**src/rtl/core/hhc_pkg.sv**
```systemverilog
// Shared types and constants for the HSV/HSL color converter.
// No dependencies.
package hhc_pkg;

    localparam int FIELD_W = 16;

    typedef enum logic [1:0] {
        MODE_RGB2HSV = 2'd0,
        MODE_HSV2RGB = 2'd1,
        MODE_RGB2HSL = 2'd2,
        MODE_HSL2RGB = 2'd3
    } conv_mode_t;

endpackage

```
**src/rtl/core/hhc_back.sv**
```systemverilog
// Back end: hue/saturation finish, hexagon placement, offset and clamp.
// Depends on hhc_pkg.
module hhc_back #(
    parameter int CHANNEL_BITS = 16
) (
    input  logic                        aclk,
    input  logic                        aresetn,
    input  logic                        en,
    input  logic                        in_valid,
    input  logic [CHANNEL_BITS:0]       quot_a,
    input  logic [CHANNEL_BITS:0]       quot_b,
    input  logic [4*CHANNEL_BITS+4:0]   side,
    output logic                        out_valid,
    output logic [hhc_pkg::FIELD_W-1:0] out_c0,
    output logic [hhc_pkg::FIELD_W-1:0] out_c1,
    output logic [hhc_pkg::FIELD_W-1:0] out_c2,
    output logic [hhc_pkg::FIELD_W-1:0] out_alpha
);
    import hhc_pkg::*;

    localparam int N = CHANNEL_BITS;
    localparam logic [N-1:0] FS   = {N{1'b1}};
    localparam logic [N:0]   TURN = {1'b1, {N{1'b0}}};

    function automatic logic [N-1:0] clamp_fs(input logic [N+2:0] v);
        return (v > (N+3)'(FS)) ? FS : v[N-1:0];
    endfunction

    // unpack side band
    conv_mode_t   mode;
    logic [1:0]   mode_bits;
    logic         zc, zm;
    logic [N-1:0] alpha, hue, cap;
    logic [N:0]   lvl;

    assign {mode_bits, zc, zm, alpha, hue, lvl, cap} = side;
    assign mode = conv_mode_t'(mode_bits);

    // stage 4 logic
    logic [N-1:0] hue_o, sat_o, val_o, cx, frac;
    logic [N+2:0] t6;
    logic [2:0]   sec;
    logic [N:0]   f;
    logic [2*N:0] prod;

    always_comb begin
        hue_o = zc ? '0 : quot_a[N-1:0];
        sat_o = ((mode == MODE_RGB2HSV) ? zm : zc) ? '0 : clamp_fs((N+3)'(quot_b));
        if (mode == MODE_RGB2HSV) begin
            val_o = lvl[N-1:0];
        end else begin
            val_o = clamp_fs(((N+3)'(lvl) + (N+3)'(1)) >> 1);
        end
        cx   = (quot_a > {1'b0, cap}) ? cap : quot_a[N-1:0];
        t6   = (N+3)'({hue, 2'b0}) + (N+3)'({hue, 1'b0});
        sec  = t6[N+2:N];
        frac = t6[N-1:0];
        f    = sec[0] ? (TURN - {1'b0, frac}) : {1'b0, frac};
        prod = cx * f;
    end

    logic             v4_reg;
    conv_mode_t       mode4_reg;
    logic [N-1:0]     a4_reg, o0_4_reg, o1_4_reg, o2_4_reg, cx4_reg;
    logic [2:0]       sec4_reg;
    logic [2*N:0]     prod4_reg;
    logic [N:0]       lvl4_reg;

    always_ff @(posedge aclk) begin
        if (!aresetn) begin
            v4_reg <= 1'b0;
        end else if (en) begin
            v4_reg <= in_valid;
        end
    end

    always_ff @(posedge aclk) begin
        if (en) begin
            mode4_reg <= mode;
            a4_reg    <= alpha;
            o0_4_reg  <= hue_o;
            o1_4_reg  <= sat_o;
            o2_4_reg  <= val_o;
            cx4_reg   <= cx;
            sec4_reg  <= sec;
            prod4_reg <= prod;
            lvl4_reg  <= lvl;
        end
    end

    // stage 5 logic: place chroma on the hexagon, add offset
    logic [2*N:0]   xs;
    logic [N-1:0]   x;
    logic [N-1:0]   comp [3];
    logic [N-1:0]   res  [3];
    logic [N+2:0]   d;

    always_comb begin
        xs = prod4_reg + (2*N+1)'(TURN >> 1);
        x  = N'(xs >> N);
        case (sec4_reg)
            3'd0:    begin comp[0] = cx4_reg; comp[1] = x;       comp[2] = '0;      end
            3'd1:    begin comp[0] = x;       comp[1] = cx4_reg; comp[2] = '0;      end
            3'd2:    begin comp[0] = '0;      comp[1] = cx4_reg; comp[2] = x;       end
            3'd3:    begin comp[0] = '0;      comp[1] = x;       comp[2] = cx4_reg; end
            3'd4:    begin comp[0] = x;       comp[1] = '0;      comp[2] = cx4_reg; end
            default: begin comp[0] = cx4_reg; comp[1] = '0;      comp[2] = x;       end
        endcase
        d = '0;
        for (int i = 0; i < 3; i++) begin
            if (mode4_reg == MODE_HSV2RGB) begin
                res[i] = clamp_fs((N+3)'(comp[i]) + (N+3)'(lvl4_reg) - (N+3)'(cx4_reg));
            end else begin
                d = (N+3)'({comp[i], 1'b0}) + (N+3)'(lvl4_reg) - (N+3)'(cx4_reg);
                res[i] = clamp_fs((d + (N+3)'(1)) >> 1);
            end
        end
    end

    // output register
    logic         vo_reg;
    logic [N-1:0] o0_reg, o1_reg, o2_reg, ao_reg;
    logic         rgb4;

    assign rgb4 = (mode4_reg == MODE_RGB2HSV) || (mode4_reg == MODE_RGB2HSL);

    always_ff @(posedge aclk) begin
        if (!aresetn) begin
            vo_reg <= 1'b0;
        end else if (en) begin
            vo_reg <= v4_reg;
        end
    end

    always_ff @(posedge aclk) begin
        if (en) begin
            o0_reg <= rgb4 ? o0_4_reg : res[0];
            o1_reg <= rgb4 ? o1_4_reg : res[1];
            o2_reg <= rgb4 ? o2_4_reg : res[2];
            ao_reg <= a4_reg;
        end
    end

    assign out_valid = vo_reg;
    assign out_c0    = FIELD_W'(o0_reg);
    assign out_c1    = FIELD_W'(o1_reg);
    assign out_c2    = FIELD_W'(o2_reg);
    assign out_alpha = FIELD_W'(ao_reg);

endmodule

```
**config.mk**
```make
export PLATFORM = sky130hd
export DESIGN_NAME = hhc_back
export DESIGN_NICKNAME = d
export VERILOG_FILES = /design/src/rtl/core/hhc_pkg.sv /design/src/rtl/core/hhc_back.sv
export SDC_FILE = /design/constraint.sdc
export NUM_CORES = 1
export LEC_CHECK = 0
export BUFFER_PORTS_ARGS = -buffer_cell sky130_fd_sc_hd__buf_2
export CAP_MARGIN = 20
export CORE_MARGIN = 4
export CORE_UTILIZATION = 41
export DETAILED_ROUTE_END_ITERATION = 8
export PLACE_DENSITY = 0.58
export SETUP_SLACK_MARGIN = 0.5
export SYNTH_ARGS = -nofsm -noshare
export SYNTH_HDL_FRONTEND = slang
export SYNTH_SLANG_ARGS = --single-unit
```
**constraint.sdc**
```tcl
create_clock -name aclk -period 24.6 [get_ports aclk]
set_input_delay 4.92 -clock aclk [delete_from_list [all_inputs] [get_ports aclk]]
set_output_delay 4.92 -clock aclk [all_outputs]
set_load 0.1 [all_outputs]
```
==> reports/qor.txt <==
DR vias - 19977
initial core utilization - 41.5%
first-pass GRT wire length - 116 mm
Clock H-tree levels - 4
DR pass1 iterations - 5
Die H - 255 um
fmax - 72.1 MHz
Req. time, crit path - 24.81 ns
worst hold path type - reg -> reg
prevailing post-synth register cell - edfxtp_1
Avg Inst Size Synth - 9.27 sq um
Critical Path End Type - register
synthesized area - 25100 sq um
largest net degree at the start of global routing - 82
top-count cell post-synth - inv_1
number of global-route vias before repair - 20384
area grow syn2layout - 9.27%
PostCTS Resize Cnt - 0
Placer Congestion - 0.927
WL per Instance - 20.4 um
port bufs - 171
outcome - finished clean
Crit Path Category - in -> reg
Yosys Warn Count - 0
Die Footprint - 65200 sq um
CTS tree - built
CTS Buf Count - 17
CTS Hold Bufs - 0
CP Max Fanout - 12
Worst slew margin - 26.2%
Critical Path Start - side[33]
register bit count reported by yosys - 185
TNS Setup - 0 ns
Arr. time, crit path - 14.07 ns
core area - 60500 sq um
final-stage net count - 3482
actual slew at the worst max-slew pin - 1.10 ns
# DRC - 0
initial antenna violation count - 1
drt first-iter violations - 1443
clock period minus worst slack - 13.86 ns
gr ovfl total - 0
remaining antenna violation count - 0
Die W - 255 um
top post-synthesis cells by area - fa_1 (23%), edfxtp_1 (22%), ha_1 (12%)
clk_skew - 0.0204 ns
HP Start - a4_reg[13]$_DFFE_PP_
row cnt - 90
Crit path largest cell delay - 0.83 ns
# IOs - 172
post-CTS setup buffer count - 0
Mapped Nets - 3342
unrepaired setup endpoints after global routing - no
Antenna Cells - 0
final wirelength - 74.2 mm
Max Cap Viol - 0
final setup vio count - 0
layout cell share with drive strength beyond 1 - 9.27%
post-DP HPWL - 61.0 mm
GRT Total Usage - 22.5%
Synth cell types - 83
Post-synth top cells - inv_1 (415), fa_1 (286), nand2_1 (284), ha_1 (242), nor2_1 (236)
clk buf depth - 2
sequential cell area fraction in the yosys report - 22.1%
fraction of registers with async set/reset - 0%
Vias/cell - 5.49
worst reg2reg path startpoint - prod4_reg[16]$_DFFE_PP_
Post-synth EDFFs - 183
Most Frequent Cell on Critical Path - fa_1
Synth area leader - fa_1
Synth top area share - 22.8%
Worst Setup Start Kind - input port
final clock period utilization by the worst path - 56.3%
clock edge transition at the registers on the reported setup and hold paths - 0.08 ns
Mapped Cells - 2707
CTS Sinks - 185
root buf cell - clkbuf_16
Max stage delay cell, worst path - xor2_1
Final Hold Fails - 0
number of max-slew violations in the final report - 0
Clock Latency Late Sink - 0.48 ns
[routing by layer]
layer  global-route usage (%)  wire (um)
met1                     28.7      31000
met2                     39.3      36700
met3                     2.81       3700
met4                     8.70       2810
met5                        0          8
[cells in the final DEF, fill, tap and decap left out, drive strengths merged, types with 52 or more instances in the layout]
| master | synthesis | routed |
|---|---|---|
| a21o | 56 | 56 |
| a21oi | 149 | 149 |
| and2 | 52 | 52 |
| buf | 21 | 195 |
| edfxtp | 183 | 183 |
| fa | 286 | 286 |
| ha | 242 | 242 |
| inv | 415 | 426 |
| nand2 | 285 | 285 |
| nor2 | 237 | 237 |
| o21ai | 80 | 80 |
| xnor2 | 88 | 88 |
| xor2 | 82 | 82 |
[cell type report]
| class | instances | area (sq um) |
|---|---|---|
| repair buffers | 196 | 1050 |
| well taps | 782 | 978 |
| flip-flops and latches | 185 | 5540 |
| clock inverters | 15 | 165 |
| clock buffers | 17 | 425 |
| multi-input cells | 2029 | 17700 |
| fillers | 5889 | 33000 |
| inverters | 418 | 1570 |
[kinds of logic (layout without fill, tap and decap cells)]
family / after synthesis / count (layout) / synth area share, %
compound gates: 530 / 530 / 14.4
flops: 185 / 185 / 22.1
buf+inv: 493 / 646 / 7.48
simple gates: 776 / 776 / 14.1
mux: 25 / 25 / 1.04
fa+ha+maj: 528 / 528 / 34.9
xor+xnor: 170 / 170 / 6.07
[metrics by stage]
stage	setup slack, ns	hold slack, ns	utilization (%)	cells	area [sq um]
after floorplan	11.39	0.400	-	2707	25100
after global placement	10.56	0.401	44.4	3610	26800
after detailed placement	10.30	0.405	44.4	3610	26800
after CTS	10.80	0.416	45.4	3642	27400
after global routing	10.29	0.414	45.4	3642	27400
final	10.74	0.413	45.4	3642	27400
[critical path: cells and delay by family]
| kind | cells | cell delay, ns |
|---|---|---|
| buf+inv | 6 | 0.74 |
| fa+ha+maj | 9 | 4.12 |
| compound gates | 6 | 1.62 |
| mux | 1 | 0.09 |
| xor+xnor | 2 | 0.94 |
| simple gates | 8 | 1.63 |
[worst paths after layout]
| check | endpoint | slack (ns) | depth (start not counted) |
|---|---|---|---|
| worst max-delay path | prod4_reg[28]$_DFFE_PP_ | 10.74 | 32 |
| worst min-delay path | out_alpha[13]$_DFFE_PP_ | 0.41 | 0 |
| worst max register to register | out_c0[15]$_DFFE_PP_ | 18.47 | 19 |
| worst min register to register | out_alpha[13]$_DFFE_PP_ | 0.41 | 0 |
Power is not shown: default switching activity piles up to over one toggle a cycle in this logic, so the estimate is an artifact.
