File: src/rtl/core/hhc_pkg.sv
// Shared types and constants for the HSV/HSL color converter.
// No dependencies.
package hhc_pkg;

    localparam int FIELD_W = 16;

    typedef enum logic [1:0] {
        MODE_RGB2HSV = 2'd0,
        MODE_HSV2RGB = 2'd1,
        MODE_RGB2HSL = 2'd2,
        MODE_HSL2RGB = 2'd3
    } conv_mode_t;

endpackage

File: src/rtl/core/hhc_div.sv
// Dual pipelined restoring divider, one quotient bit per stage, round half up.
// Depends on hhc_pkg.
module hhc_div #(
    parameter int CHANNEL_BITS = 16,
    parameter int SIDE_W       = 69
) (
    input  logic                      aclk,
    input  logic                      aresetn,
    input  logic                      en,
    input  logic                      in_valid,
    input  logic [2*CHANNEL_BITS+2:0] dividend_a,
    input  logic [CHANNEL_BITS+2:0]   divisor_a,
    input  logic [2*CHANNEL_BITS+2:0] dividend_b,
    input  logic [CHANNEL_BITS+2:0]   divisor_b,
    input  logic [SIDE_W-1:0]         side_in,
    output logic                      out_valid,
    output logic [CHANNEL_BITS:0]     quot_a,
    output logic [CHANNEL_BITS:0]     quot_b,
    output logic [SIDE_W-1:0]         side_out
);
    import hhc_pkg::*;

    localparam int N  = CHANNEL_BITS;
    localparam int DW = 2 * N + 3;
    localparam int VW = N + 3;

    // one restoring step: {quotient bit, next remainder}
    function automatic logic [VW:0] div_step(input logic [VW-1:0] rem, input logic nb,
                                             input logic [VW-1:0] d);
        logic [VW:0] r2;
        logic        ge;
        r2 = {rem, nb};
        ge = (r2 >= {1'b0, d});
        return {ge, ge ? VW'(r2 - {1'b0, d}) : VW'(r2)};
    endfunction

    logic              v_reg    [0:N];
    logic [VW-1:0]     rem_a_reg[0:N];
    logic [VW-1:0]     rem_b_reg[0:N];
    logic [VW-1:0]     d_a_reg  [0:N];
    logic [VW-1:0]     d_b_reg  [0:N];
    logic [N-1:0]      lo_a_reg [0:N];
    logic [N-1:0]      lo_b_reg [0:N];
    logic [N-1:0]      q_a_reg  [0:N];
    logic [N-1:0]      q_b_reg  [0:N];
    logic [SIDE_W-1:0] side_reg [0:N];

    // valid bits follow the data
    always_ff @(posedge aclk) begin
        if (!aresetn) begin
            for (int k = 0; k <= N; k++) begin
                v_reg[k] <= 1'b0;
            end
        end else if (en) begin
            v_reg[0] <= in_valid;
            for (int k = 0; k < N; k++) begin
                v_reg[k+1] <= v_reg[k];
            end
        end
    end

    // load stage: high part of the dividend is the first remainder
    always_ff @(posedge aclk) begin
        if (en) begin
            rem_a_reg[0] <= dividend_a[DW-1:N];
            rem_b_reg[0] <= dividend_b[DW-1:N];
            lo_a_reg[0]  <= dividend_a[N-1:0];
            lo_b_reg[0]  <= dividend_b[N-1:0];
            d_a_reg[0]   <= divisor_a;
            d_b_reg[0]   <= divisor_b;
            q_a_reg[0]   <= '0;
            q_b_reg[0]   <= '0;
            side_reg[0]  <= side_in;
        end
    end

    // one quotient bit per stage
    for (genvar k = 0; k < N; k++) begin : g_step
        logic [VW:0] sa, sb;
        assign sa = div_step(rem_a_reg[k], lo_a_reg[k][N-1], d_a_reg[k]);
        assign sb = div_step(rem_b_reg[k], lo_b_reg[k][N-1], d_b_reg[k]);

        always_ff @(posedge aclk) begin
            if (en) begin
                rem_a_reg[k+1] <= sa[VW-1:0];
                rem_b_reg[k+1] <= sb[VW-1:0];
                lo_a_reg[k+1]  <= lo_a_reg[k] << 1;
                lo_b_reg[k+1]  <= lo_b_reg[k] << 1;
                q_a_reg[k+1]   <= {q_a_reg[k][N-2:0], sa[VW]};
                q_b_reg[k+1]   <= {q_b_reg[k][N-2:0], sb[VW]};
                d_a_reg[k+1]   <= d_a_reg[k];
                d_b_reg[k+1]   <= d_b_reg[k];
                side_reg[k+1]  <= side_reg[k];
            end
        end
    end

    // rounding: add one when twice the remainder reaches the divisor
    logic              rnd_a, rnd_b, vo_reg;
    logic [N:0]        qa_reg, qb_reg;
    logic [SIDE_W-1:0] so_reg;

    assign rnd_a = ({rem_a_reg[N], 1'b0} >= {1'b0, d_a_reg[N]});
    assign rnd_b = ({rem_b_reg[N], 1'b0} >= {1'b0, d_b_reg[N]});

    always_ff @(posedge aclk) begin
        if (!aresetn) begin
            vo_reg <= 1'b0;
        end else if (en) begin
            vo_reg <= v_reg[N];
        end
    end

    always_ff @(posedge aclk) begin
        if (en) begin
            qa_reg <= {1'b0, q_a_reg[N]} + (N+1)'(rnd_a);
            qb_reg <= {1'b0, q_b_reg[N]} + (N+1)'(rnd_b);
            so_reg <= side_reg[N];
        end
    end

    assign out_valid = vo_reg;
    assign quot_a    = qa_reg;
    assign quot_b    = qb_reg;
    assign side_out  = so_reg;

endmodule

File: config.mk
export PLATFORM = sky130hd
export DESIGN_NAME = hhc_div
export DESIGN_NICKNAME = d
export VERILOG_FILES = /design/src/rtl/core/hhc_pkg.sv /design/src/rtl/core/hhc_div.sv
export SDC_FILE = /design/constraint.sdc
export NUM_CORES = 2
export LEC_CHECK = 0
export BUFFER_PORTS_ARGS = -buffer_cell sky130_fd_sc_hd__buf_2
export CORE_MARGIN = 5
export CORE_UTILIZATION = 30
export DETAILED_ROUTE_END_ITERATION = 10
export PLACE_DENSITY = 0.55
export SKIP_CTS_REPAIR_TIMING = 1
export SLEW_MARGIN = 5
export SYNTH_ARGS = -nofsm -noshare
export SYNTH_HDL_FRONTEND = slang
export SYNTH_SLANG_ARGS = --single-unit
File: constraint.sdc
create_clock -name aclk -period 3.85 [get_ports aclk]
set_clock_uncertainty 0.05 [all_clocks]
set_input_delay 0.1925 -clock aclk [delete_from_list [all_inputs] [get_ports aclk]]
set_output_delay 0.1925 -clock aclk [all_outputs]
set_load 0.02 [all_outputs]
==> results by group <==
Drt
  – Final routed wire length divided by cell count: ~15 um
  – Final routed DRC violation total: 0
  – Number of nets with antenna violations after detailed routing: 0
  – Overall routed net length: 243000 um
  – Total vias in the final route: slightly above 70000
  – Via density per instance: roughly 4.5
  – Pre-antenna DRT Iters: 5
  – DRC marker count from the first detailed-route iteration: between 4000 and 5000

Worst setup path
  – Data arrival time of the critical path: approximately 4.3 ns
  – Worst Setup Start Kind: register
  – Class of the most critical setup path: register to register
  – Req. time, crit path: about 4.5 ns
  – Kind of capture point of the worst setup path: register
  – Critical-path maximum fanout: 20

Cells and area
  – Layout Cells excl Fill: 16000
  – Area growth from synthesis to layout: 18.6%
  – Nets: ~11000
  – Commonest non-fill, non-tap cell in the layout: edfxtp_1
  – Share of layout cells above drive strength 1: 12.3%
  – Largest register FFs: between 1000 and 1500
  – Leading cell types in the layout, fill and taps excluded: edfxtp_1, inv_1, ha_1

Clock network
  – TritonCTS clock tree: yes
  – Clock slew at the register clock pins of the worst setup and hold paths: 0.06 ns
  – Latest clock arrival within the worst-skew pair: slightly above 0.9 ns
  – H-tree level count: 5
  – Num Clock Sinks: approximately 3100
  – Deepest clock path buffer count: 4
  – Number of buffers created by CTS: between 300 and 400
  – Clock root cell: clkbuf_16

GRT
  – Wire length of the first global-routing pass: roughly 390000 um
  – Number of antenna violations at the first check in global routing: 3
  – Total GRT Usage: between 10% and 20%
  – Largest net degree at the start of global routing: between 100 and 150
  – Number of global-route vias before repair: 72800
  – Total congestion overflow after global routing: 0

Place
  – Count of port buffers added during placement: 284
  – Gp weighted congestion: 0.887
  – Post-placement cell count: roughly 15000
  – Detailed-placement wirelength estimate: between 150000 and 200000 um

Synth
  – Average footprint of a synthesized cell: 14.9 um^2
  – Number of storage elements in the synthesis netlist: 3130
  – Post-synthesis sequential area ratio: between 70% and 80%
  – Most instantiated flip-flop cell in the synthesis netlist: edfxtp_1
  – Synth Net Count: between 9000 and 10000
  – EDFF count, synth: roughly 3100
  – Total of warnings raised by yosys: 0
  – Count of unique library cells instantiated by Yosys: 86
  – Post-Syn Area: approximately 130000 um^2
  – Share of flip-flops with an asynchronous set or reset after synthesis: 0%
  – Synthesized netlist cell count: 8850

Floorplanning
  – Number of placed I/O pins: approximately 290
  – Die outline height: about 670 um
  – Die width: approximately 670 um
  – Starting utilization of the core area: ~30%
  – Area of the placeable core: ~440000 um^2
  – Die Area: between 400000 and 500000 um^2
  – Row Count: around 240

STA
  – Final Hold Viols: 0
  – Number of setup violations in the final report: 0
  – Actual slew at the worst max-slew pin: 0.994 ns
  – Unrepaired setup endpoints after global routing: false
  – Fin crit period: 3.66 ns
  – Final critical-path share of the clock period: around 95%
  – Max Clock Freq: ~0.27 GHz
  – Max Slew Vio Count: 0
  – Worst slew slack as a fraction of its limit: about a third

Power
  – Total Power Consumption: 115 mW
  – Cell Pwr Density: 731 nW/um^2
  – Leak pwr: 58.9 nW
  – Maximum VDD drop: 0.522 mV

Flow run
  – Number of maximum-capacitance constraint violations: 0

Status
  – Result of the run: complete, no violations

Hold path
  – Worst hold path class: primary input to register
## worst max-delay path: stages (launching register included)
cell       delay (ns)
edfxtp_1         0.40
ha_1             0.24
fa_1             0.40
nor2b_1          0.17
o31a_1           0.17
o21ai_1          0.11
a2111oi_0        0.52
buf_4            0.22
a21oi_1          0.09
o21ai_0          0.24
a41o_1           0.29
buf_12           0.17
mux2_2           0.34
## synthesized netlist by cell type, types with 11 or more instances
cell type	instances	area [um^2]
inv_1	789	2960
nand3_1	90	450
a2111o_1	11	124
o31a_1	37	324
nor4_1	20	125
nor2_1	463	1740
o2111ai_1	12	105
nand2_1	454	1700
or3_1	19	119
a41o_1	11	110
nand4_1	68	425
buf_2	48	240
buf_4	11	82.6
and4_1	17	149
ha_1	650	8130
clkbuf_1	61	229
nand2b_1	93	582
and3_1	65	407
a31o_2	17	149
xnor2_1	280	2450
edfxtp_1	3129	94000
and2_1	15	93.8
o21ai_1	14	70.1
mux2_2	234	2640
nor2b_1	112	701
a211oi_1	25	188
a2111oi_0	18	158
o21a_1	102	766
a31oi_1	68	425
o31ai_1	34	255
xor2_1	195	1710
fa_1	32	641
a21boi_0	19	143
or2_2	26	163
a21oi_1	575	2880
nor3_1	106	531
o21bai_1	44	330
o211ai_1	23	173
a211o_1	26	228
a21o_1	175	1310
o21ai_0	487	2440
mux2i_1	24	240
## report_power, final
part	internal (mW)	switching (mW)	leakage, nW
registers	45.2	2.76	30.6
logic	15.7	18.9	23.0
clock network	18.7	13.4	5.37
total	79.6	35.0	58.9
## cell type report
cell class | count | area [um^2]
diodes | 2 | 5.00
clock buffers | 409 | 8960
clock inverters | 211 | 2100
fillers | 41400 | 282000
inverters | 790 | 2970
multi-input cells | 4805 | 34600
flip-flops and latches | 3130 | 94000
well taps | 5880 | 7360
repair buffers | 808 | 6730
## worst paths after layout
| path | startpoint | cells past startpoint | endpoint | slack, ns |
|---|---|---|---|---|
| setup / recovery | d_b_reg[6][0] | 12 | rem_b_reg[0][136] | 0.19 |
| hold / removal | aresetn | 3 | out_valid | 0.17 |
| hold reg to reg | side_reg[5][44] | 0 | side_reg[6][44] | 0.34 |
| setup reg to reg | d_b_reg[6][0] | 12 | rem_b_reg[0][136] | 0.19 |
## layer usage
metal	vias up	global-route usage (%)	part of all wire (%)
met5	-	0	0
li1	35200	-	-
met2	1305	18.0	49
met1	34400	12.3	42
met4	0	4.45	4.4
met3	563	1.86	3.9
## cell families (layout without fill, tap and decap cells)
logic type | after synthesis | after routing | synth area share [%]
buf+inv | 915 | 2218 | 2.69
fa+ha+maj | 682 | 682 | 6.64
flops | 3130 | 3130 | 71.1
other cells | 0 | 2 | 0
simple gates | 1590 | 1590 | 5.72
compound gates | 1798 | 1798 | 8.46
mux | 260 | 260 | 2.20
xor+xnor | 475 | 475 | 3.15
## metrics by stage
stage	setup TNS (ns)	setup WS, ns	instance area (um^2)	hold slack (ns)	util, %
2_1_floorplan	0	0.785	132000	0.241	-
3_3_place_gp	-0.505	-0.218	142000	0.319	32.4
3_5_place_dp	-0.0228	-0.0228	142000	0.321	32.4
4_1_cts	-0.0900	-0.0900	153000	-0.750	34.9
5_1_grt	0	0.0480	157000	0.137	35.7
6_report	0	0.186	157000	0.175	35.7
Note: power is estimated with default switching activity, not from simulation.
