## config.mk

```make
export PLATFORM = sky130hd
export DESIGN_NAME = hhc_front
export DESIGN_NICKNAME = d
export VERILOG_FILES = /design/src/rtl/core/hhc_pkg.sv /design/src/rtl/core/hhc_front.sv
export SDC_FILE = /design/constraint.sdc
export NUM_CORES = 1
export LEC_CHECK = 0
export BUFFER_PORTS_ARGS = -buffer_cell sky130_fd_sc_hd__clkbuf_2
export CAP_MARGIN = 20
export CORE_MARGIN = 8
export CORE_UTILIZATION = 60
export DETAILED_ROUTE_END_ITERATION = 10
export HOLD_SLACK_MARGIN = 0.06
export PLACE_DENSITY = 0.8
export SYNTH_ARGS = -nofsm -noshare
export SYNTH_HDL_FRONTEND = slang
export SYNTH_SLANG_ARGS = --single-unit
export TNS_END_PERCENT = 30
```

## constraint.sdc

```tcl
create_clock -name aclk -period 17.9 [get_ports aclk]
set_input_delay 3.58 -clock aclk [delete_from_list [all_inputs] [get_ports aclk]]
set_output_delay 3.58 -clock aclk [all_outputs]
set_load 0.05 [all_outputs]
```

## src/rtl/core/hhc_pkg.sv

```systemverilog
// Shared types and constants for the HSV/HSL color converter.
// No dependencies.
package hhc_pkg;

    localparam int FIELD_W = 16;

    typedef enum logic [1:0] {
        MODE_RGB2HSV = 2'd0,
        MODE_HSV2RGB = 2'd1,
        MODE_RGB2HSL = 2'd2,
        MODE_HSL2RGB = 2'd3
    } conv_mode_t;

endpackage

```

## src/rtl/core/hhc_front.sv

```systemverilog
// Front end: input register, max/min/chroma analysis, divider operand build.
// Depends on hhc_pkg.
module hhc_front #(
    parameter int CHANNEL_BITS = 16
) (
    input  logic                        aclk,
    input  logic                        aresetn,
    input  logic                        en,
    input  logic                        in_valid,
    input  hhc_pkg::conv_mode_t         mode,
    input  logic [hhc_pkg::FIELD_W-1:0] in_c0,
    input  logic [hhc_pkg::FIELD_W-1:0] in_c1,
    input  logic [hhc_pkg::FIELD_W-1:0] in_c2,
    input  logic [hhc_pkg::FIELD_W-1:0] in_alpha,
    output logic                        out_valid,
    output logic [2*CHANNEL_BITS+2:0]   dividend_a,
    output logic [CHANNEL_BITS+2:0]     divisor_a,
    output logic [2*CHANNEL_BITS+2:0]   dividend_b,
    output logic [CHANNEL_BITS+2:0]     divisor_b,
    output logic [4*CHANNEL_BITS+4:0]   side
);
    import hhc_pkg::*;

    localparam int N  = CHANNEL_BITS;
    localparam int DW = 2 * N + 3;
    localparam int VW = N + 3;
    localparam logic [N-1:0] FS = {N{1'b1}};
    localparam logic [N:0]   TWO_FS = {FS, 1'b0};

    // stage 1: input register
    logic             v1_reg;
    conv_mode_t       mode1_reg;
    logic [N-1:0]     c0_1_reg, c1_1_reg, c2_1_reg, a1_reg;

    always_ff @(posedge aclk) begin
        if (!aresetn) begin
            v1_reg <= 1'b0;
        end else if (en) begin
            v1_reg <= in_valid;
        end
    end

    always_ff @(posedge aclk) begin
        if (en) begin
            mode1_reg <= mode;
            c0_1_reg  <= N'(in_c0);
            c1_1_reg  <= N'(in_c1);
            c2_1_reg  <= N'(in_c2);
            a1_reg    <= N'(in_alpha);
        end
    end

    // stage 1 logic: max, min, chroma, hue numerator, denominators
    logic                max_r, max_g;
    logic [N-1:0]        mx, mn, chroma, den, base, cap, divb;
    logic signed [N+3:0] num_s, six_c;
    logic [N:0]          sum, l2, lvl;

    always_comb begin
        max_r = (c0_1_reg >= c1_1_reg) && (c0_1_reg >= c2_1_reg);
        max_g = !max_r && (c1_1_reg >= c2_1_reg);
        mx = max_r ? c0_1_reg : (max_g ? c1_1_reg : c2_1_reg);
        mn = (c0_1_reg <= c1_1_reg) ? c0_1_reg : c1_1_reg;
        if (c2_1_reg < mn) begin
            mn = c2_1_reg;
        end
        chroma = mx - mn;
        // 6*C as 4*C + 2*C
        six_c = $signed({2'b0, chroma, 2'b0}) + $signed({3'b0, chroma, 1'b0});
        if (max_r) begin
            num_s = $signed({4'b0, c1_1_reg}) - $signed({4'b0, c2_1_reg});
        end else if (max_g) begin
            num_s = $signed({3'b0, chroma, 1'b0}) + $signed({4'b0, c2_1_reg})
                    - $signed({4'b0, c0_1_reg});
        end else begin
            num_s = $signed({2'b0, chroma, 2'b0}) + $signed({4'b0, c0_1_reg})
                    - $signed({4'b0, c1_1_reg});
        end
        if (num_s < 0) begin
            num_s = num_s + six_c;
        end
        sum  = {1'b0, mx} + {1'b0, mn};
        den  = (sum <= {1'b0, FS}) ? N'(sum) : N'(TWO_FS - sum);
        l2   = {c2_1_reg, 1'b0};
        base = (l2 <= {1'b0, FS}) ? N'(l2) : N'(TWO_FS - l2);
        case (mode1_reg)
            MODE_RGB2HSV: lvl = {1'b0, mx};
            MODE_RGB2HSL: lvl = sum;
            MODE_HSV2RGB: lvl = {1'b0, c2_1_reg};
            default:      lvl = l2;
        endcase
        cap  = (mode1_reg == MODE_HSV2RGB) ? c2_1_reg : base;
        divb = (mode1_reg == MODE_RGB2HSV) ? mx : den;
    end

    // stage 2 register
    logic             v2_reg, zc2_reg, zm2_reg;
    conv_mode_t       mode2_reg;
    logic [N-1:0]     a2_reg, hue2_reg, sat2_reg, cap2_reg, chroma2_reg, divb2_reg;
    logic [N:0]       lvl2_reg;
    logic [N+2:0]     num2_reg;

    always_ff @(posedge aclk) begin
        if (!aresetn) begin
            v2_reg <= 1'b0;
        end else if (en) begin
            v2_reg <= v1_reg;
        end
    end

    always_ff @(posedge aclk) begin
        if (en) begin
            mode2_reg   <= mode1_reg;
            a2_reg      <= a1_reg;
            hue2_reg    <= c0_1_reg;
            sat2_reg    <= c1_1_reg;
            cap2_reg    <= cap;
            chroma2_reg <= chroma;
            divb2_reg   <= divb;
            lvl2_reg    <= lvl;
            num2_reg    <= num_s[N+2:0];
            zc2_reg     <= (chroma == '0);
            zm2_reg     <= (mx == '0);
        end
    end

    // stage 2 logic: dividends and divisors
    logic             rgb2;
    logic [2*N-1:0]   prod;
    logic [DW-1:0]    dva, dvb;
    logic [VW-1:0]    dsa, dsb;

    always_comb begin
        rgb2 = (mode2_reg == MODE_RGB2HSV) || (mode2_reg == MODE_RGB2HSL);
        prod = cap2_reg * sat2_reg;
        dva  = rgb2 ? {num2_reg, {N{1'b0}}} : DW'(prod);
        dsa  = rgb2 ? (VW'({chroma2_reg, 2'b0}) + VW'({chroma2_reg, 1'b0})) : VW'(FS);
        dvb  = DW'({chroma2_reg, {N{1'b0}}}) - DW'(chroma2_reg);
        dsb  = VW'(divb2_reg);
    end

    // stage 3 register: divider operands
    logic             v3_reg;
    logic [DW-1:0]    dva_reg, dvb_reg;
    logic [VW-1:0]    dsa_reg, dsb_reg;
    logic [4*N+4:0]   side_reg;

    always_ff @(posedge aclk) begin
        if (!aresetn) begin
            v3_reg <= 1'b0;
        end else if (en) begin
            v3_reg <= v2_reg;
        end
    end

    always_ff @(posedge aclk) begin
        if (en) begin
            dva_reg  <= dva;
            dvb_reg  <= dvb;
            dsa_reg  <= dsa;
            dsb_reg  <= dsb;
            side_reg <= {mode2_reg, zc2_reg, zm2_reg, a2_reg, hue2_reg, lvl2_reg, cap2_reg};
        end
    end

    assign out_valid  = v3_reg;
    assign dividend_a = dva_reg;
    assign dividend_b = dvb_reg;
    assign divisor_a  = dsa_reg;
    assign divisor_b  = dsb_reg;
    assign side       = side_reg;

endmodule

```

==> flow_metrics.tcl, run 1 <==
set metrics [dict create \
    outcome "completed" \
    grt_pass1_vias 24300 \
    netlist_instances 2896 \
    core_region_area_um2 52100 \
    post-route-min-period_ps 12280 \
    crit_top_cell "ha_1" \
    whs_path_depth 0 \
    postCtsHoldBufs 0 \
    largest_reg_flops 69 \
    tns_ps 0 \
    die_h_um 245 \
    synth-async-reset-ratio 0 \
    synth_top_flop_cell "edfxtp_1" \
    maxSlewViolCount 0 \
    worstSetupEndpointType "register" \
    ff2ff_path_depth 42 \
    critical_path_class "reg -> reg" \
    ys_seq_area_frac 0.360 \
    cp_slowest_stage_delay_ps 850 \
    hold_viol 0 \
    post_cts_buffers 0 \
    dp_hpwl_um 70900 \
    cts_tree "built" \
    crit_slowest_cell "xor2_1" \
    synthesis.area_um2 31400 \
    grt_max_degree 184 \
    cts-htree-levels 2 \
    die-area_um2 59900 \
    cp_num_cells 42 \
    synth.distinct_cells 94 \
    vias_per_cell 6.13 \
    cap_viol_max_count 0 \
    dr_total_vias 23400 \
    post-route-period-util 0.686 \
    cp_data_required_time_ps 18220 \
    relSlewSlack 0.186 \
    grt_overflow_total 0 \
    synth_edf_count 374 \
    nets 3723 \
    wl_per_cell_um 23.8 \
    drive_gt1_frac 0.132 \
    critPathTopFamily "compound AO/OA/AOI/OAI gates" \
    avgSynthCellArea_um2 10.8 \
    cp-start-kind "register" \
    dr.first_iter.drc_count 2021 \
    fin_skew_ps 20.6 \
    num_rows 84 \
    critPathMaxFanout 30 \
    cts.repair.resized 0 \
    ant_nets 0 \
    track_usage 0.301 \
    detail_route.drc_violations 0 \
    rsz0062_at_grt "no" \
    dr.pass1.iters 6 \
    io_pins 248 \
    antenna_found_initial 2 \
    numCtsBuffers 42 \
    crit_arrival_ps 12600 \
    worst_hold_path_type "reg -> reg" \
    setup_viol 0 \
    gp_congestion 0.998 \
    cts.clk_slew.worst_paths_ps 60 \
    synth-warning-count 0 \
    area_growth_pct 10.1 \
    ys_ff_latch 377 \
    worst-path-buf-inv 3 \
    cts_sinks 377 \
    die_w_um 245 \
    cts_root_buf "clkbuf_16" \
    routed_wirelength_um 91200 \
    floorplan.initialDensity 0.602 \
    port_buffers 244 \
    grt_pass1_wl_um 140000 \
    clockBufferDepth 3 \
    worst_pin_slew_ps 1210 \
    max_freq_mhz 81.5 \
    insertion_delay_ps 590 \
]
placed cells by master (no fill, tap or decap), types with 21 or more instances in the layout:
cell	netlist	layout
edfxtp_1	374	374
inv_1	342	342
ha_1	302	302
nand2_1	253	253
fa_1	245	245
clkbuf_2	0	243
nor2_1	134	134
and2_1	133	133
a21oi_1	132	132
o21ai_0	112	112
xnor2_1	103	103
xor2_1	54	54
a21o_1	45	45
mux2i_1	44	44
nand3_1	43	43
clkbuf_16	0	43
nor3_1	40	40
nand4_1	31	31
mux2_2	28	28
buf_4	8	26
nand2b_1	25	25
nor2b_1	24	24
a211oi_1	23	23
and3_1	21	21
synth_stat cells, types with 31 or more instances:
cell	instances	area share
edfxtp_1	374	0.36
inv_1	342	0.041
ha_1	302	0.12
nand2_1	253	0.030
fa_1	245	0.16
nor2_1	134	0.016
and2_1	133	0.027
a21oi_1	132	0.021
o21ai_0	112	0.018
xnor2_1	103	0.029
clkbuf_1	77	0.0092
xor2_1	54	0.015
a21o_1	45	0.011
mux2i_1	44	0.014
nand3_1	43	0.0069
nor3_1	40	0.0064
nand4_1	31	0.0062
per-layer routing:
metal  share of wire  GRT usage  vias up
li1                -          -    10400
met1            0.37      0.369    11600
met2            0.49      0.509     1114
met3           0.076     0.0461      302
met4           0.059      0.165        0
met5               0          0        -
cell families (layout without fill, tap and decap cells):
family	after synthesis	in the layout	share of synthesized area
AO/OA/AOI/OAI	495	495	0.104
XOR/XNOR	157	157	0.0438
adder cells (fa/ha/maj)	547	547	0.277
buffers and inverters	451	690	0.0582
flip-flops	377	377	0.360
multiplexers	83	83	0.0320
other	1	5	0.000119
AND/OR/NAND/NOR	785	785	0.125
metrics by stage:
step	setup slack (ps)	instance area (um^2)	hold WS [ps]	util	instances
after floorplan	7720	31400	400	-	2899
after global placement	6000	33200	401	0.636	3748
after detailed placement	5810	33200	405	0.636	3748
after CTS	5750	34500	416	0.663	3824
after global routing	4640	34600	420	0.663	3826
final	5620	34600	419	0.663	3827
worst paths after layout:
kind	from	to	slack, ps
worst max-delay path	c0_1_reg[7]	num2_reg[18]	5620
worst min-delay path	a1_reg[11]	a2_reg[11]	420
worst max register to register	c0_1_reg[7]	num2_reg[18]	5620
worst min register to register	a1_reg[11]	a2_reg[11]	420
layout make-up:
type / count / area [um^2]
Antenna cell: 1 / 2.50
Clock buffer: 49 / 1100
Clock inverter: 27 / 283
Fill cell: 3954 / 17600
Inverter: 343 / 1290
Multi-Input combinational cell: 2071 / 18300
Sequential cell: 377 / 11300
Tap cell: 688 / 861
Timing Repair Buffer: 271 / 1450
Power of run 1 is not shown: default switching activity piles up to over one toggle a cycle in this logic, so the estimate is an artifact.
==> inputs of run 2 (changes only) <==
--- a/config.mk
+++ b/config.mk
@@ -5,13 +5,14 @@
 export SDC_FILE = /design/constraint.sdc
 export NUM_CORES = 1
 export LEC_CHECK = 0
+export ABC_AREA = 1
 export BUFFER_PORTS_ARGS = -buffer_cell sky130_fd_sc_hd__clkbuf_2
 export CAP_MARGIN = 20
 export CORE_MARGIN = 8
-export CORE_UTILIZATION = 60
+export CORE_UTILIZATION = 56
 export DETAILED_ROUTE_END_ITERATION = 10
 export HOLD_SLACK_MARGIN = 0.06
-export PLACE_DENSITY = 0.8
+export PLACE_DENSITY = 0.78
 export SYNTH_ARGS = -nofsm -noshare
 export SYNTH_HDL_FRONTEND = slang
 export SYNTH_SLANG_ARGS = --single-unit
==> constraint.sdc (replaced) <==
create_clock -name aclk -period 11.13 [get_ports aclk]
set_input_delay 2.226 -clock aclk [delete_from_list [all_inputs] [get_ports aclk]]
set_output_delay 2.226 -clock aclk [all_outputs]
set_load 0.05 [all_outputs]
==> run 2 against run 1 <==
  * Final area up 1.7%
  * Global-route usage is 3.1 points lower
  * Clock skew is 19 ps higher
  * Fmax rose by 21%
  * Via count up 4.4%
  * Die area is 7.7% higher
  * Critical path depth is 1 lower
  * Sequential share of layout area is 0.53 points lower
  * Core utilization shrank 3.8 points
  * Critical endpoint is now num2_reg[15]
==> flow_metrics.tcl, run 2 <==
set metrics [dict create \
    grt_pass1_vias 24400 \
    grt_max_degree 91 \
    grtUsageMet1 0.342 \
    yosysTopAreaCell "edfxtp_1" \
    cp-start-kind "register" \
    dp_hpwl_um 68400 \
    netlist_top_cells_area "edfxtp_1, fa_1, ha_1" \
    netlist_instances 3466 \
    floorplan.initialDensity 0.564 \
    insertion_delay_ps 600 \
    track_usage 0.270 \
    detail_route.drc_violations 0 \
    crit_slowest_cell "edfxtp_1" \
    avgSynthCellArea_um2 9.15 \
    io_pins 248 \
    cap_viol_max_count 0 \
    ant_nets 0 \
    die_w_um 254 \
    multi_input_area_um2 17600 \
    nets 4299 \
    num-fill-cells 4747 \
    critPathMaxFanout 18 \
    grt_pass1_wl_um 135000 \
    dr.first_iter.drc_count 1989 \
    dr.pass1.iters 6 \
    cts_root_buf "clkbuf_16" \
    whs_path_depth 0 \
    die-area_um2 64500 \
    crit_arrival_ps 10500 \
    critical_path_class "reg -> reg" \
    relSlewSlack 0.275 \
    seq_area_um2 11300 \
    worstSetupEndpointType "register" \
    utilization 0.625 \
    synth_edf_count 374 \
    gp_congestion 0.950 \
    crit_top_cell "nand2_1" \
    antenna_found_initial 2 \
    largest_reg_flops 69 \
    synth.distinct_cells 56 \
    maxSlewViolCount 0 \
    hold_viol 0 \
    ys_ff_latch 377 \
    dr_total_vias 24500 \
    core_region_area_um2 56200 \
    tns_ps 0 \
    post-route-min-period_ps 10180 \
    cts.repair.resized 0 \
    numCtsBuffers 42 \
    gr-usage-met3 0.0416 \
    wl_per_cell_um 19.4 \
    layout_commonest_cell "nand2_1" \
    cp_slowest_stage_delay_ps 510 \
    synthesis.area_um2 31700 \
    outcome "completed" \
    post_cts_buffers 0 \
    cts_sinks 377 \
    cts-htree-levels 2 \
    clockBufferDepth 3 \
    area_growth_pct 10.8 \
    worst_hold_path_type "reg -> reg" \
    grt_overflow_total 0 \
    post-route-period-util 0.914 \
    ff2ff_path_depth 41 \
    synth.most_common_cell "nand2_1" \
    drive_gt1_frac 0.115 \
    max_freq_mhz 98.3 \
    routed_wirelength_um 87000 \
    worst_pin_slew_ps 1090 \
    port_buffers 244 \
    top_usage_layer "met2" \
    rsz0062_at_grt "no" \
    use_met2 0.462 \
    fin_skew_ps 39.8 \
    vias_per_cell 5.47 \
    cts_tree "built" \
    ys_seq_area_frac 0.356 \
    die_h_um 254 \
    cts.clk_slew.worst_paths_ps 60 \
    synth_top_flop_cell "edfxtp_1" \
    synth-warning-count 0 \
    hold_slack_ps 413 \
    num_rows 87 \
    setup_viol 0 \
    synth-async-reset-ratio 0 \
    postCtsHoldBufs 0 \
    final_cell_mix "nand2_1, inv_1, edfxtp_1" \
    cp_data_required_time_ps 11450 \
    synth_top_area_frac 0.354 \
    synth_common_cells "nand2_1, inv_1, edfxtp_1" \
]
run 2: logic make-up after synthesis:
kind of cell	count (synthesis)	share of synthesized area
xor gates and xnor gates	134	0.0395
buffers and inverters	720	0.0875
and+or+nand+nor	1252	0.163
other	1	0.000118
adders and majority gates	547	0.274
AOI/OAI and AO/OA	434	0.0794
muxes	1	0.000316
DFF	377	0.356
run 2: final cells by class:
class,instances,share of cell area
well taps,756,0.0269
clock buffers,51,0.0309
clock inverters,26,0.00922
multi-input cells,2372,0.502
flip-flops and latches,377,0.321
repair buffers,292,0.0453
diodes,1,0.0000712
inverters,597,0.0638
run 2: per-stage QoR:
stage               area, um^2  instances  worst slack, ps
finish                   35100       4472              955
global route             35100       4472             36.5
CTS                      35100       4471             1120
detailed placement       33700       4394             1240
global placement         33700       4394             1510
floorplan                31700       3469             2790
run 2: critical path: cells and delay by family (launching register included):
kind | cells | cell delay, ps
AO/OA/AOI/OAI | 12 | 2810
XOR/XNOR | 3 | 410
adder cells (fa/ha/maj) | 8 | 3110
buffers and inverters | 4 | 770
flip-flops | 1 | 510
AND/OR/NAND/NOR | 14 | 2300
run 2: final timing paths:
path,from,end,slack [ps]
setup reg to reg,c0_1_reg[15],num2_reg[15],950
setup / recovery,c0_1_reg[15],num2_reg[15],950
hold / removal,a2_reg[4],side[53],410
hold reg to reg,a2_reg[4],side[53],410
run 2: per-layer routing:
layer / wire length (um) / vias up
met2: 42800 / 947
met4: 3420 / 0
li1: - / 11600
met3: 6420 / 206
met5: 0 / -
met1: 34300 / 11700
Power of run 2 is left out for the same reason.
==> inputs of run 3 (changes only) <==
--- a/config.mk
+++ b/config.mk
@@ -6,13 +6,14 @@
 export NUM_CORES = 1
 export LEC_CHECK = 0
 export ABC_AREA = 1
-export BUFFER_PORTS_ARGS = -buffer_cell sky130_fd_sc_hd__clkbuf_2
+export BUFFER_PORTS_ARGS = -buffer_cell sky130_fd_sc_hd__buf_2
 export CAP_MARGIN = 20
 export CORE_MARGIN = 8
-export CORE_UTILIZATION = 56
+export CORE_UTILIZATION = 57
+export CTS_BUF_LIST = sky130_fd_sc_hd__clkbuf_2
 export DETAILED_ROUTE_END_ITERATION = 10
 export HOLD_SLACK_MARGIN = 0.06
-export PLACE_DENSITY = 0.78
+export PLACE_DENSITY = 0.79
 export SYNTH_ARGS = -nofsm -noshare
 export SYNTH_HDL_FRONTEND = slang
 export SYNTH_SLANG_ARGS = --single-unit
==> run 3 against run 2 <==
  * First-iteration DRC count increased by 12%
  * Critical path depth decreased by 1
  * Global-route usage increased by 0.19 points
  * Worst setup slack improved by 72 ps
  * Final area decreased by 1.4%
  * Flip-flop and latch count unchanged
  * Register-to-register slack improved by 70 ps
  * Non-clock buffer count decreased by 1
  * Final cell count increased by 2.0%
  * Worst hold slack got worse by 49 ps
  * Critical endpoint unchanged
  * Largest cell class unchanged
  * Highest routed layer is now met5
==> flow_metrics.tcl, run 3 (synthesis gave the netlist of run 2 again) <==
set metrics [dict create \
    die-area_um2 63400 \
    hold_viol 0 \
    final_cell_mix "nand2_1, inv_1, edfxtp_1" \
    outcome "completed" \
    vias_per_cell 5.46 \
    grt_pass1_vias 25100 \
    critPathMaxFanout 16 \
    num_rows 86 \
    post-route-period-util 0.908 \
    dr.first_iter.drc_count 2236 \
    die_w_um 252 \
    dp_hpwl_um 68000 \
    die_h_um 252 \
    insertion_delay_ps 1180 \
    cp-start-kind "register" \
    worst_hold_path_type "reg -> reg" \
    track_usage 0.272 \
    crit_arrival_ps 11000 \
    postCtsHoldBufs 0 \
    setup_slack_ps 1030 \
    nets 4355 \
    setup_viol 0 \
    cts_root_buf "clkbuf_2" \
    cts_sinks 377 \
    crit_slowest_cell "edfxtp_1" \
    ant_nets 0 \
    tns_ps 0 \
    postPlaceCellArea_um2 33700 \
    fin_skew_ps 110 \
    clockBufferDepth 3 \
    io_pins 248 \
    critical_path_class "reg -> reg" \
    pre_cts_slack_ps 1010 \
    cts-htree-levels 3 \
    worst_pin_slew_ps 1040 \
    cts_tree "built" \
    antenna_found_initial 3 \
    cts.clk_slew.worst_paths_ps 100 \
    post-route-min-period_ps 10100 \
    routed_wirelength_um 86300 \
    floorplan.initialDensity 0.575 \
    max_freq_mhz 99.0 \
    largest_reg_flops 69 \
    cp_slowest_stage_delay_ps 520 \
    worstSetupEndpointType "register" \
    num-fill-cells 4676 \
    wl_per_cell_um 18.9 \
    dr.pass1.iters 6 \
    numCtsBuffers 99 \
    hold_slack_ps 364 \
    gp_congestion 0.961 \
    grt_max_degree 88 \
    core_region_area_um2 55100 \
    port_buffers 244 \
    relSlewSlack 0.308 \
    dr_total_vias 24900 \
    layout_commonest_cell "nand2_1" \
    grt_overflow_total 0 \
    area_growth_pct 9.26 \
    crit_top_cell "nand2_1" \
    grt_pass1_wl_um 136000 \
    cp_data_required_time_ps 12030 \
    cap_viol_max_count 0 \
    rsz0062_at_grt "no" \
    maxSlewViolCount 0 \
    drive_gt1_frac 0.135 \
    final_area_um2 34600 \
    detail_route.drc_violations 0 \
]
==> run 3: changes by cell type in the layout (fill, tap and decap cells not counted), moves of 3 or more <==
cell,before,now
buf_2,0,243
clkbuf_2,243,131
clkbuf_16,42,0
clkinv_1,13,30
clkbuf_1,9,0
bufinv_16,6,2
clkinv_2,4,7
==> run 3: area by class of cell <==
type                            instances  area, um^2  area share
Clock inverter                         42         279     0.00805
Tap cell                              748         936      0.0270
Inverter                              597        2240      0.0647
Antenna cell                            2        5.00    0.000144
Timing Repair Buffer                  291        1580      0.0457
Sequential cell                       377       11300       0.326
Multi-Input combinational cell       2372       17600       0.509
Clock buffer                          131         656      0.0189
==> run 3: worst max-delay path: cells and delay by family, from the launching register on <==
kind / cells / cell delay, ps
flip-flops: 1 / 520
adder cells (fa/ha/maj): 7 / 2940
AO/OA/AOI/OAI: 13 / 3460
buffers and inverters: 3 / 490
AND/OR/NAND/NOR: 14 / 2000
XOR/XNOR: 3 / 430
==> run 3: what timing repair did <==
item	4_1_cts	5_1_grt
endpoints found under the setup margin	0	1
setup buffers	0	0
gates resized for setup	0	1
==> run 3: worst paths after layout <==
check | from | endpoint | slack (ps) | cells after the start
max | c0_1_reg[15] | num2_reg[15] | 1030 | 40
min reg2reg | lvl2_reg[5] | side[21] | 360 | 0
max reg2reg | c0_1_reg[15] | num2_reg[15] | 1030 | 40
min | lvl2_reg[5] | side[21] | 360 | 0
==> run 3: layer usage <==
metal | routed length (um) | part of all wire | up-vias | global-route usage
met5 | 13 | 0.00015 | - | 0
met4 | 3630 | 0.042 | 2 | 0.124
met3 | 6820 | 0.079 | 230 | 0.0430
met2 | 42300 | 0.49 | 1041 | 0.461
met1 | 33500 | 0.39 | 11900 | 0.341
li1 | - | - | 11800 | -
==> run 3: stage by stage <==
step | utilization | std cells
floorplan | - | 3469
global route | 0.629 | 4560
global placement | 0.612 | 4385
CTS | 0.629 | 4558
detailed placement | 0.612 | 4385
finish | 0.629 | 4560
Power of run 3 is left out for the same reason.
